**src/sv/udec_pkg.sv**
```systemverilog
// ----------------------------------------------------------------------------
// udec_pkg
// shared types, status codes and lead-byte helpers for the utf-8 decoder
// ----------------------------------------------------------------------------
package udec_pkg;

    localparam int CP_W      = 21;
    localparam int LEN_W     = 3;
    localparam int ST_W      = 2;
    localparam int Q_DEPTH   = 4;
    localparam int Q_PTR_W   = $clog2(Q_DEPTH);
    localparam int Q_CNT_W   = $clog2(Q_DEPTH + 1);

    localparam logic [ST_W-1:0] ST_OK    = 2'd0;
    localparam logic [ST_W-1:0] ST_STRAY = 2'd1;
    localparam logic [ST_W-1:0] ST_ERROR = 2'd2;

    typedef struct packed {
        logic [CP_W-1:0]  code_point;
        logic [LEN_W-1:0] seq_length;
        logic [ST_W-1:0]  status;
        logic             run_last;
    } res_t;

    typedef struct packed {
        logic [1:0] n;
        res_t       r0;
        res_t       r1;
    } push_t;

    typedef struct packed {
        logic space2;
        logic nonempty;
    } q_status_t;

    function automatic logic [LEN_W-1:0] lead_size(input logic [7:0] b);
        logic [LEN_W-1:0] n;
        n = 3'd0;
        if (b[7] == 1'b0)
        begin
            n = 3'd1;
        end
        else if (b[7:5] == 3'b110)
        begin
            n = 3'd2;
        end
        else if (b[7:4] == 4'b1110)
        begin
            n = 3'd3;
        end
        else if (b[7:3] == 5'b11110)
        begin
            n = 3'd4;
        end
        return n;
    endfunction

    function automatic res_t make_res(input logic [CP_W-1:0] cp, input logic [LEN_W-1:0] len,
                                      input logic [ST_W-1:0] st);
        res_t r;
        r.code_point = cp;
        r.seq_length = len;
        r.status     = st;
        r.run_last   = 1'b0;
        return r;
    endfunction

endpackage

```
**src/sv/udec_front.sv**
```systemverilog
// ----------------------------------------------------------------------------
// udec_front
// takes bytes, tracks the open sequence and pushes zero to two results
// ----------------------------------------------------------------------------
module udec_front
    import udec_pkg::*;
(
    input  logic            clk,
    input  logic            rst_n,
    input  logic            in_valid,
    output logic            in_stall,
    input  logic [7:0]      byte_in,
    input  logic            buffer_end,
    input  q_status_t       q_stat,
    output push_t           push
);

    logic [CP_W-1:0]  part_reg, part_next;
    logic [1:0]       rem_reg, rem_next;
    logic [LEN_W-1:0] len_reg, len_next;

    logic             accept;
    logic             contin;
    logic [LEN_W-1:0] lsize;
    logic             lead_emit;
    res_t             lead_res;
    logic [CP_W-1:0]  lead_part;
    logic [CP_W-1:0]  cont_part;
    logic [1:0]       cont_rem;
    push_t            p;

    assign in_stall = ~q_stat.space2;
    assign accept   = in_valid & ~in_stall;
    assign contin   = (byte_in[7:6] == 2'b10);
    assign lsize    = lead_size(byte_in);
    assign cont_part = {part_reg[CP_W-7:0], byte_in[5:0]};
    assign cont_rem  = rem_reg - 2'd1;

    always_comb
    begin
        lead_emit = 1'b1;
        lead_res  = make_res('0, 3'd1, ST_ERROR);
        lead_part = '0;
        if (contin)
        begin
            lead_res = make_res('0, 3'd0, ST_STRAY);
        end
        else
        begin
            case (lsize)
                3'd1:
                begin
                    lead_res = make_res({13'd0, byte_in}, 3'd1, ST_OK);
                end
                3'd2:
                begin
                    lead_part = {16'd0, byte_in[4:0]};
                    lead_emit = buffer_end;
                end
                3'd3:
                begin
                    lead_part = {17'd0, byte_in[3:0]};
                    lead_emit = buffer_end;
                end
                3'd4:
                begin
                    lead_part = {18'd0, byte_in[2:0]};
                    lead_emit = buffer_end;
                end
                default:
                begin
                    lead_res = make_res('0, 3'd1, ST_ERROR);
                end
            endcase
        end
    end

    always_comb
    begin
        p.n  = 2'd0;
        p.r0 = lead_res;
        p.r1 = lead_res;
        part_next = part_reg;
        rem_next  = rem_reg;
        len_next  = len_reg;
        if (rem_reg == 2'd0)
        begin
            if (lead_emit)
            begin
                p.n = 2'd1;
            end
            else
            begin
                part_next = lead_part;
                rem_next  = lsize[1:0] - 2'd1;
                len_next  = lsize;
            end
        end
        else if (contin)
        begin
            part_next = cont_part;
            rem_next  = cont_rem;
            if (cont_rem == 2'd0)
            begin
                p.n  = 2'd1;
                p.r0 = make_res(cont_part, len_reg, ST_OK);
                part_next = '0;
                len_next  = '0;
            end
            else if (buffer_end)
            begin
                p.n  = 2'd1;
                p.r0 = make_res('0, len_reg - {1'b0, cont_rem}, ST_ERROR);
            end
        end
        else
        begin
            p.r0 = make_res('0, len_reg - {1'b0, rem_reg}, ST_ERROR);
            if (lead_emit)
            begin
                p.n = 2'd2;
                part_next = '0;
                rem_next  = '0;
                len_next  = '0;
            end
            else
            begin
                p.n = 2'd1;
                part_next = lead_part;
                rem_next  = lsize[1:0] - 2'd1;
                len_next  = lsize;
            end
        end
        if (buffer_end)
        begin
            part_next = '0;
            rem_next  = '0;
            len_next  = '0;
        end
        if (p.n == 2'd1)
        begin
            p.r0.run_last = 1'b1;
        end
        if (p.n == 2'd2)
        begin
            p.r1.run_last = 1'b1;
        end
        push = p;
        if (!accept)
        begin
            push.n = 2'd0;
        end
    end

    always_ff @(posedge clk or negedge rst_n)
    begin
        if (!rst_n)
        begin
            part_reg <= '0;
            rem_reg  <= '0;
            len_reg  <= '0;
        end
        else if (accept)
        begin
            part_reg <= part_next;
            rem_reg  <= rem_next;
            len_reg  <= len_next;
        end
    end

endmodule

```
**src/sv/udec_queue.sv**
```systemverilog
// ----------------------------------------------------------------------------
// udec_queue
// short result queue, two writes and one read per cycle
// ----------------------------------------------------------------------------
module udec_queue
    import udec_pkg::*;
(
    input  logic      clk,
    input  logic      rst_n,
    input  push_t     push,
    input  logic      pop,
    output res_t      head,
    output q_status_t q_stat
);

    res_t               mem_reg [Q_DEPTH];
    logic [Q_PTR_W-1:0] wptr_reg, wptr_next;
    logic [Q_PTR_W-1:0] rptr_reg, rptr_next;
    logic [Q_CNT_W-1:0] cnt_reg, cnt_next;
    logic [Q_PTR_W-1:0] wptr_p1;

    assign wptr_p1          = wptr_reg + 1'b1;
    assign head             = mem_reg[rptr_reg];
    assign q_stat.nonempty  = (cnt_reg != '0);
    assign q_stat.space2    = (cnt_reg <= Q_CNT_W'(Q_DEPTH - 2));
    assign wptr_next        = wptr_reg + Q_PTR_W'(push.n);
    assign rptr_next        = rptr_reg + Q_PTR_W'(pop);
    assign cnt_next         = cnt_reg + Q_CNT_W'(push.n) - Q_CNT_W'(pop);

    always_ff @(posedge clk)
    begin
        if (push.n != 2'd0)
        begin
            mem_reg[wptr_reg] <= push.r0;
        end
        if (push.n == 2'd2)
        begin
            mem_reg[wptr_p1] <= push.r1;
        end
    end

    always_ff @(posedge clk or negedge rst_n)
    begin
        if (!rst_n)
        begin
            wptr_reg <= '0;
            rptr_reg <= '0;
            cnt_reg  <= '0;
        end
        else
        begin
            wptr_reg <= wptr_next;
            rptr_reg <= rptr_next;
            cnt_reg  <= cnt_next;
        end
    end

endmodule

```
**src/sv/udec_back.sv**
```systemverilog
// ----------------------------------------------------------------------------
// udec_back
// drains the queue into the registered output channel
// ----------------------------------------------------------------------------
module udec_back
    import udec_pkg::*;
(
    input  logic      clk,
    input  logic      rst_n,
    input  q_status_t q_stat,
    input  res_t      head,
    output logic      pop,
    output logic      out_valid,
    input  logic      out_stall,
    output res_t      out_res
);

    logic valid_reg;
    res_t res_reg;

    assign pop       = q_stat.nonempty & (~valid_reg | ~out_stall);
    assign out_valid = valid_reg;
    assign out_res   = res_reg;

    always_ff @(posedge clk or negedge rst_n)
    begin
        if (!rst_n)
        begin
            valid_reg <= 1'b0;
        end
        else if (pop)
        begin
            valid_reg <= 1'b1;
        end
        else if (!out_stall)
        begin
            valid_reg <= 1'b0;
        end
    end

    always_ff @(posedge clk)
    begin
        if (pop)
        begin
            res_reg <= head;
        end
    end

endmodule

```
**src/sv/utf8_stream_decoder_top.sv**
```systemverilog
// ----------------------------------------------------------------------------
// utf8_stream_decoder_top
// byte-serial utf-8 decoder with a decoupled result queue
// ----------------------------------------------------------------------------
// One byte is taken per cycle while the queue has room. A byte gives zero,
// one or two result items; a byte that breaks an open sequence gives two
// unless it opens a new one, and the output register delivers one item per
// cycle while out_stall is low. A four-entry queue sits between the decode
// stage and the output register; a byte is taken only while two entries are
// free. A result passes from its queue entry to the output register.
// ----------------------------------------------------------------------------
module utf8_stream_decoder_top
    import udec_pkg::*;
(
    input  logic              clk,
    input  logic              rst_n,
    input  logic              in_valid,
    output logic              in_stall,
    input  logic [7:0]        byte_in,
    input  logic              buffer_end,
    output logic              out_valid,
    input  logic              out_stall,
    output logic [CP_W-1:0]   code_point,
    output logic [LEN_W-1:0]  seq_length,
    output logic [ST_W-1:0]   status,
    output logic              run_last
);

    push_t     push;
    q_status_t q_stat;
    res_t      head;
    res_t      out_res;
    logic      pop;

    udec_front u_front (
        .clk        (clk),
        .rst_n      (rst_n),
        .in_valid   (in_valid),
        .in_stall   (in_stall),
        .byte_in    (byte_in),
        .buffer_end (buffer_end),
        .q_stat     (q_stat),
        .push       (push)
    );

    udec_queue u_queue (
        .clk    (clk),
        .rst_n  (rst_n),
        .push   (push),
        .pop    (pop),
        .head   (head),
        .q_stat (q_stat)
    );

    udec_back u_back (
        .clk       (clk),
        .rst_n     (rst_n),
        .q_stat    (q_stat),
        .head      (head),
        .pop       (pop),
        .out_valid (out_valid),
        .out_stall (out_stall),
        .out_res   (out_res)
    );

    assign code_point = out_res.code_point;
    assign seq_length = out_res.seq_length;
    assign status     = out_res.status;
    assign run_last   = out_res.run_last;

endmodule

```
**config.mk**
```make
export PLATFORM = sky130hd
export DESIGN_NAME = utf8_stream_decoder_top
export DESIGN_NICKNAME = d
export VERILOG_FILES = /design/src/sv/udec_pkg.sv /design/src/sv/udec_front.sv /design/src/sv/udec_queue.sv /design/src/sv/udec_back.sv /design/src/sv/utf8_stream_decoder_top.sv
export SDC_FILE = /design/constraint.sdc
export NUM_CORES = 1
export LEC_CHECK = 0
export BUFFER_PORTS_ARGS = -buffer_cell sky130_fd_sc_hd__buf_2
export CORE_ASPECT_RATIO = 1.2
export CORE_MARGIN = 2
export CORE_UTILIZATION = 45
export DETAILED_ROUTE_END_ITERATION = 7
export REMOVE_ABC_BUFFERS = 1
export SYNTH_ARGS = -nofsm -noshare
export SYNTH_HDL_FRONTEND = slang
export SYNTH_SLANG_ARGS = --single-unit
```
**constraint.sdc**
```tcl
create_clock -name clk -period 3.2 [get_ports clk]
set_input_delay 0.16 -clock clk [delete_from_list [all_inputs] [get_ports clk]]
set_output_delay 0.16 -clock clk [all_outputs]
set_load 0.02 [all_outputs]
```
* Yosys cells after proc, flatten, opt, wreduce, memory -nomap -nowiden *
Memories as Yosys holds them, arrays and structs flattened. A register that Yosys moved wholly into a read port is not among the register bits.
Index checks and enable logic that the tools add are counted.

storage, ports and cells
  register bits = 28
  memory bits (writable) = 108
  word-level logic and storage cells = 88
  memories = 1

operators by class
  $add $sub $neg = 9
  $lt $le $gt $ge = 1
  eq/ne operators = 14
  multiplexer cells = 43
  bitwise gates (word level) = 6
  reduce and logical (&&, ||, !) cells = 7

memory list
  memory           words  bits a word  read ports  clocked after memory_dff  wr ports  line              RTL
  u_queue.mem_reg  4      27           1           1                         2         udec_queue.sv:16  res_t mem_reg [Q_DEPTH];

operators with widths
  kind                                                                               count
  15-bit two-way mux                                                                 5
  28-bit two-way mux                                                                 2
  27-bit two-way mux                                                                 2
  3-bit two-way mux                                                                  10
  29-bit two-way mux                                                                 1
  2-bit two-way mux                                                                  8
  5-bit case mux with 3 select lines                                                 1
  14-bit two-way mux                                                                 1
  1-bit two-way mux                                                                  11
  5-bit two-way mux                                                                  2
  2-bit == test (second input constant)                                              3
  3-bit by 2-bit == test with 1-bit output (second input constant)                   2
  3-bit == test (second input constant)                                              2
  3-bit by 2-bit subtractor with 3-bit output                                        2
  5-bit == test (second input constant)                                              1
  4-bit == test (second input constant)                                              1
  2-bit logical NOT                                                                  2
  4-bit != test (second input constant)                                              1
  2-bit by 1-bit subtractor with 2-bit output (second input constant)                2
  3-bit by 2-bit adder with 3-bit output                                             1
  3-bit by 1-bit == test with 1-bit output (second input constant)                   1
  3-bit by 2-bit less-or-equal comparator with 1-bit output (second input constant)  1
  3-bit != test (second input constant)                                              1
  1-bit NOT                                                                          3
  13 further kinds                                                                   14

* Logic depth before layout (Yosys ltp) *
  depth after elaboration = 16
  gate-level depth with buffers = 16
  depth with buffers taken out = 14

* Modules after synthesis *
A second synthesis with hierarchy kept.

second synthesis, totals
  cells, all modules = 547
  area total of the unflattened synthesis = 8,262.9 um^2

modules (own cells, without submodules)
  module      times used  cells an instance  area each (um^2)  seq. area each (um^2)
  udec_queue  1           299                5,626.6           3,418.3
  udec_front  1           218                1,781.7           500.5
  udec_back   1           30                 854.6             835.8

* Worst setup path after synthesis *
No wires, ideal clock.

  path kind = register -> register
  start = reg u_back.valid_reg (netlist: u_back.out_valid)
  end = reg u_queue.cnt_reg[2]
  setup time = 0.123 ns
  arrival time = 3.203 ns
  required time = 3.077 ns
  slack = -0.126 ns
  cell stages (with the launch flop) = 9
  buffers on the path = 0
  cells stage by stage = dfrtp_1 > a21oi_1 > ha_1 > inv_1 > ha_1 > inv_1 > fa_1 > xor2_1 > xnor2_1

between the ends
  cells in the longest elaborated chain, start to end = 4

ends and longest elaborated chain
  element                                      line                           RTL
  start, declared                              udec_back.sv:18                logic valid_reg;
  start signal, assigned                       udec_back.sv:29                valid_reg <= 1'b0;
  start signal, assigned                       udec_back.sv:33                valid_reg <= 1'b1;
  start signal, assigned                       udec_back.sv:37                valid_reg <= 1'b0;
  1-bit NOT                                    udec_back.sv:21                assign pop = q_stat.nonempty & (~valid_reg | ~out_stall);
  1-bit bitwise OR                             udec_back.sv:21
  1-bit bitwise AND                            udec_back.sv:21
  named net pop                                utf8_stream_decoder_top.sv:33  logic pop;
  3-bit by 1-bit subtractor with 3-bit output  udec_queue.sv:28               assign cnt_next = cnt_reg + Q_CNT_W'(push.n) - Q_CNT_W'(pop);
  named net u_queue.cnt_next[2]                udec_queue.sv:19               logic [Q_CNT_W-1:0] cnt_reg, cnt_next;
  end signal, assigned                         udec_queue.sv:54               cnt_reg <= cnt_next;
  end, declared                                udec_queue.sv:19

The timed path passes the listed nets, and every way through them passes these cells.
A chain may end at the register's enable or synchronous reset.

* Worst setup path after layout *
  start = reg u_front.rem_reg[0]
  end = reg u_queue.cnt_reg[2]

between the ends
  cells in the longest elaborated chain, start to end = 8
  elaborated cells between the ends (all ways) = 9
  classes of those cells = 3 x add/sub; 4 x mux; 2 x reduce/logical

ends and longest elaborated chain
  element                                          line               RTL
  start, declared                                  udec_front.sv:19   logic [1:0] rem_reg, rem_next;
  start signal, assigned                           udec_front.sv:166  rem_reg <= rem_next;
  2-bit by 1-bit subtractor with 2-bit output      udec_front.sv:37   assign cont_rem = rem_reg - 2'd1;
  2-bit logical NOT                                udec_front.sv:103  if (cont_rem == 2'd0)
  28-bit two-way mux                               udec_front.sv:103
  29-bit two-way mux                               udec_front.sv:99   else if (contin)
  2-bit two-way mux (*)                            udec_front.sv:86   if (rem_reg == 2'd0)
  2-bit two-way mux (*)                            udec_front.sv:149  if (!accept)
  3-bit by 2-bit adder with 3-bit output (*)       udec_queue.sv:28
  3-bit by 1-bit subtractor with 3-bit output (*)  udec_queue.sv:28
  named net u_queue.cnt_next[2]                    udec_queue.sv:19

The timed path passes the listed nets; every way through them passes the cells marked *.

==> results by group <==
Layout
  • Share of cells above drive strength 1: 18.8%
  • Largest register FFs: 108
  • Commonest cells after routing, fill and taps aside: 108 x nand2_1, 81 x o21ai_0, 77 x a21oi_1, 75 x edfxtp_1, 60 x dfxtp_1
  • Final nets: 781
  • Area Overhead vs Synth: 16.2%
  • Commonest non-fill, non-tap cell in the layout: nand2_1
  • Filler cells: 1414
  • Diodes inserted: 0
  • Layout Cells excl Fill: 977

Synth
  • Adder-cell share of the synthesized area: 2.97%
  • Number of synthesized register bits: 163
  • Largest family of logic cells by synthesized area: compound AO/OA/AOI/OAI gates
  • Post-Synth Simple-Gate Area: 13.8%
  • Mapped Cells: 701
  • Yosys Warn Count: 0
  • Post-synth ARST share: between 10% and 20%
  • Number of enable flip-flop cells after synthesis: 75
  • Cell variety after synth: 62
  • Seq/Total Area, Yosys: 55.4%
  • Post-synthesis mux area share: 8.25%
  • Synth Area in Compound Gates: 15.1%
  • Top FF cell, synth: edfxtp_1
  • Post-synthesis cell area: between 7000 and 8000 um^2
  • Xor-xnor portion of the synthesized cell area: less than 1%
  • Syn Area/Cell: 10.7 um^2

Clocking
  • Post-CTS setup buffers: 0
  • Post-CTS sizing: 0
  • CTS HTree Levels: 4
  • Clock buffer depth: 2
  • Clk sinks: 163
  • CTS tree: built
  • CTS Buf Count: 17
  • Root Driver: clkbuf_16
  • Clock Latency Late Sink: 0.43 ns
  • Clock Pin Slew Worst Setup and Hold Paths: 0.06 ns

Critical path
  • FF-to-FF setup slack: roughly 0.33 ns
  • Largest stage delay, worst path: 0.42 ns
  • Worst Path Required: approximately 3.5 ns
  • Cell Chain, Critical Path: inv_1 -> ha_1 -> inv_1 -> o2111ai_1 -> o41ai_2 -> or3_1 -> nor2_1 -> ha_1 -> inv_1 -> fa_1 -> xor2_1 -> xnor2_1
  • Worst Setup Start Kind: flop
  • Critical path peak fanout: 8
  • WP data arrival: 3.17 ns
  • Worst path slowest cell: dfrtp_1
  • CP most frequent cell: inv_1
  • Critical path endpoint category: flop
  • Reg2reg path depth: 12
  • Buf/Inv on CP: 3
  • Worst r2r src: u_front.rem_reg[0]
  • FF-to-FF End: u_queue.cnt_reg[2]
  • Top cell family by delay on the critical path: adder cells
  • CP Class: reg -> reg

Power
  • Maximum VDD drop: between 0.4 and 0.5 mV
  • Lkg Pwr: 3.25 nW
  • Switching share of power: 32.8%
  • P_int: 4.77 mW
  • Reg power frac: 38.7%
  • Sw power: between 2 and 2.5 mW
  • PD cells: 815 nW/um^2
  • Clock Power Share: 30.8%
  • Comb pwr share: 30.5%

Die
  • Die Wd: 122 um
  • Initial Util: 46.1%
  • Core Area: 16300 um^2
  • Die Footprint: 17700 um^2
  • FP Rows: 51
  • Die H: 145 um
  • IO Pins: 42

STA
  • Normalized max-slew margin: 54.4%
  • Worst slew pin tran: 0.677 ns
  • RSZ-0062 raised after global routing: no
  • Final Critical Period: about 2.9 ns
  • Period Utilization, post-route: 89.6%
  • Clock skew: 0.00857 ns
  • Post-route setup slack: approximately 0.33 ns
  • Max Slew Vio Count: 0
  • Setup TNS: 0 ns
  • Final hold vios: 0
  • Fmax: 349 MHz
  • Final Setup Violations: 0

GRT
  • Total gr overflow: 0
  • Initial antenna violation count: 0
  • First-pass GRT wire length: 31200 um
  • Largest net degree at the start of global routing: 61
  • Total GRT Usage: 23.1%
  • Vias in the first global route: 5788

Outcome
  • Status: finished clean

Flow run
  • Max Cap Viol: 0

Detailed routing
  • Drt pass-1 iters: 6
  • Via-per-instance ratio: 5.72
  • Via count: around 5600
  • Wire per inst: 20.0 um
  • Routed WL: slightly below 20000 um
  • Antenna viol nets, final: 0
  • Drt initial violations: 477
  • DRC errors left: 0

Min path
  • Worst Hold Launch: byte_in[2]
  • Hold WC Path Type: in -> reg
  • WHS Endpoint: u_front.part_reg[2]
  • Hold depth: 2

Placement
  • GP Congestion: 0.907
  • Post-DP HPWL: 13200 um
  • Port Buf Inserts: 41
  • Inst Count DP: 942
  • Pre-CTS WS: about 0.23 ns
-- metal layers --
layer  vias to the layer above  global-route usage, %  wire (um)  part of all wire, %
met5                         -                      0          0                    0
met4                         0                   8.39        330                  1.7
met3                        30                   4.66       1090                  5.6
met2                       217                   39.5      10200                   52
met1                      2716                   28.8       7980                   41
li1                       2629                      -          -                    -
-- Yosys cell counts (7+ instances only) --
cell type  count  share of area (%)
a21oi_1       78                5.2
and2_1        19                1.6
buf_2         14               0.93
clkbuf_1      22                1.1
clkbuf_2       8               0.53
dfrtp_1       28                9.3
dfxtp_1       60                 16
edfxtp_1      75                 30
ha_1          13                2.2
inv_1         21                1.1
mux4_2        27                8.1
nand2_1      108                5.4
nand2b_1       7               0.58
nand3_1        7               0.47
nor2_1        42                2.1
o21ai_0       81                5.4
o22ai_1        7               0.58
-- cell families (layout without fill, tap and decap cells) --
group                    count (synthesis)  in the layout
AO/OA/AOI/OAI                          201            201
AND/OR/NAND/NOR                        220            220
buffers and inverters                   68            132
adder cells (fa/ha/maj)                 16             16
flip-flops                             163            163
XOR/XNOR                                 5              5
multiplexers                            28             28
-- cell type report --
cell class                 instances  area, um^2  share of cell area (%)
inverter                          21        78.8                   0.905
clock buffer                      22         444                    5.10
clock inverter                    10         181                    2.08
tap                              212         265                    3.05
sequential                       163        4150                    47.7
timing repair buffer              79         498                    5.72
multi-input combinational        470        3090                    35.4
-- how the worst max path moves through the flow --
stage,slack [ns],from,end,depth (start not counted)
floorplan,-0.23,u_queue.cnt_reg[1],u_queue.mem_reg[1][0],4
global placement,0.33,byte_in[7],u_queue.cnt_reg[2],12
detailed placement,0.23,byte_in[7],u_queue.cnt_reg[2],12
CTS,0.33,u_front.rem_reg[0],u_queue.cnt_reg[2],12
global route,0.12,u_front.rem_reg[0],u_queue.cnt_reg[2],12
finish,0.33,u_front.rem_reg[0],u_queue.cnt_reg[2],12
-- power groups by stage --
stage / clock network, mW / registers [mW] / logic [mW]
global placement: 0 / 2.77 / 2.14
CTS: 2.21 / 2.75 / 2.18
detailed placement: 0 / 2.79 / 2.18
finish: 2.19 / 2.75 / 2.16
global route: 2.29 / 2.79 / 2.36
floorplan: 0 / 3.04 / 1.08
-- stage by stage --
stage	area [um^2]	hold WS, ns	power (mW)	util, %
floorplan	7280	-0.136	4.12	-
global placement	8050	0.236	4.91	49.5
detailed placement	8050	0.246	4.97	49.5
CTS	8710	0.0152	7.14	53.5
global route	8710	0.0133	7.43	53.5
finish	8710	0.0235	7.10	53.5
-- repair_timing --
action,CTS,global route
hold endpoints to repair,30,0
setup endpoints to repair,0,0
hold buffers,3,0
(Power assumes the default switching activity.)
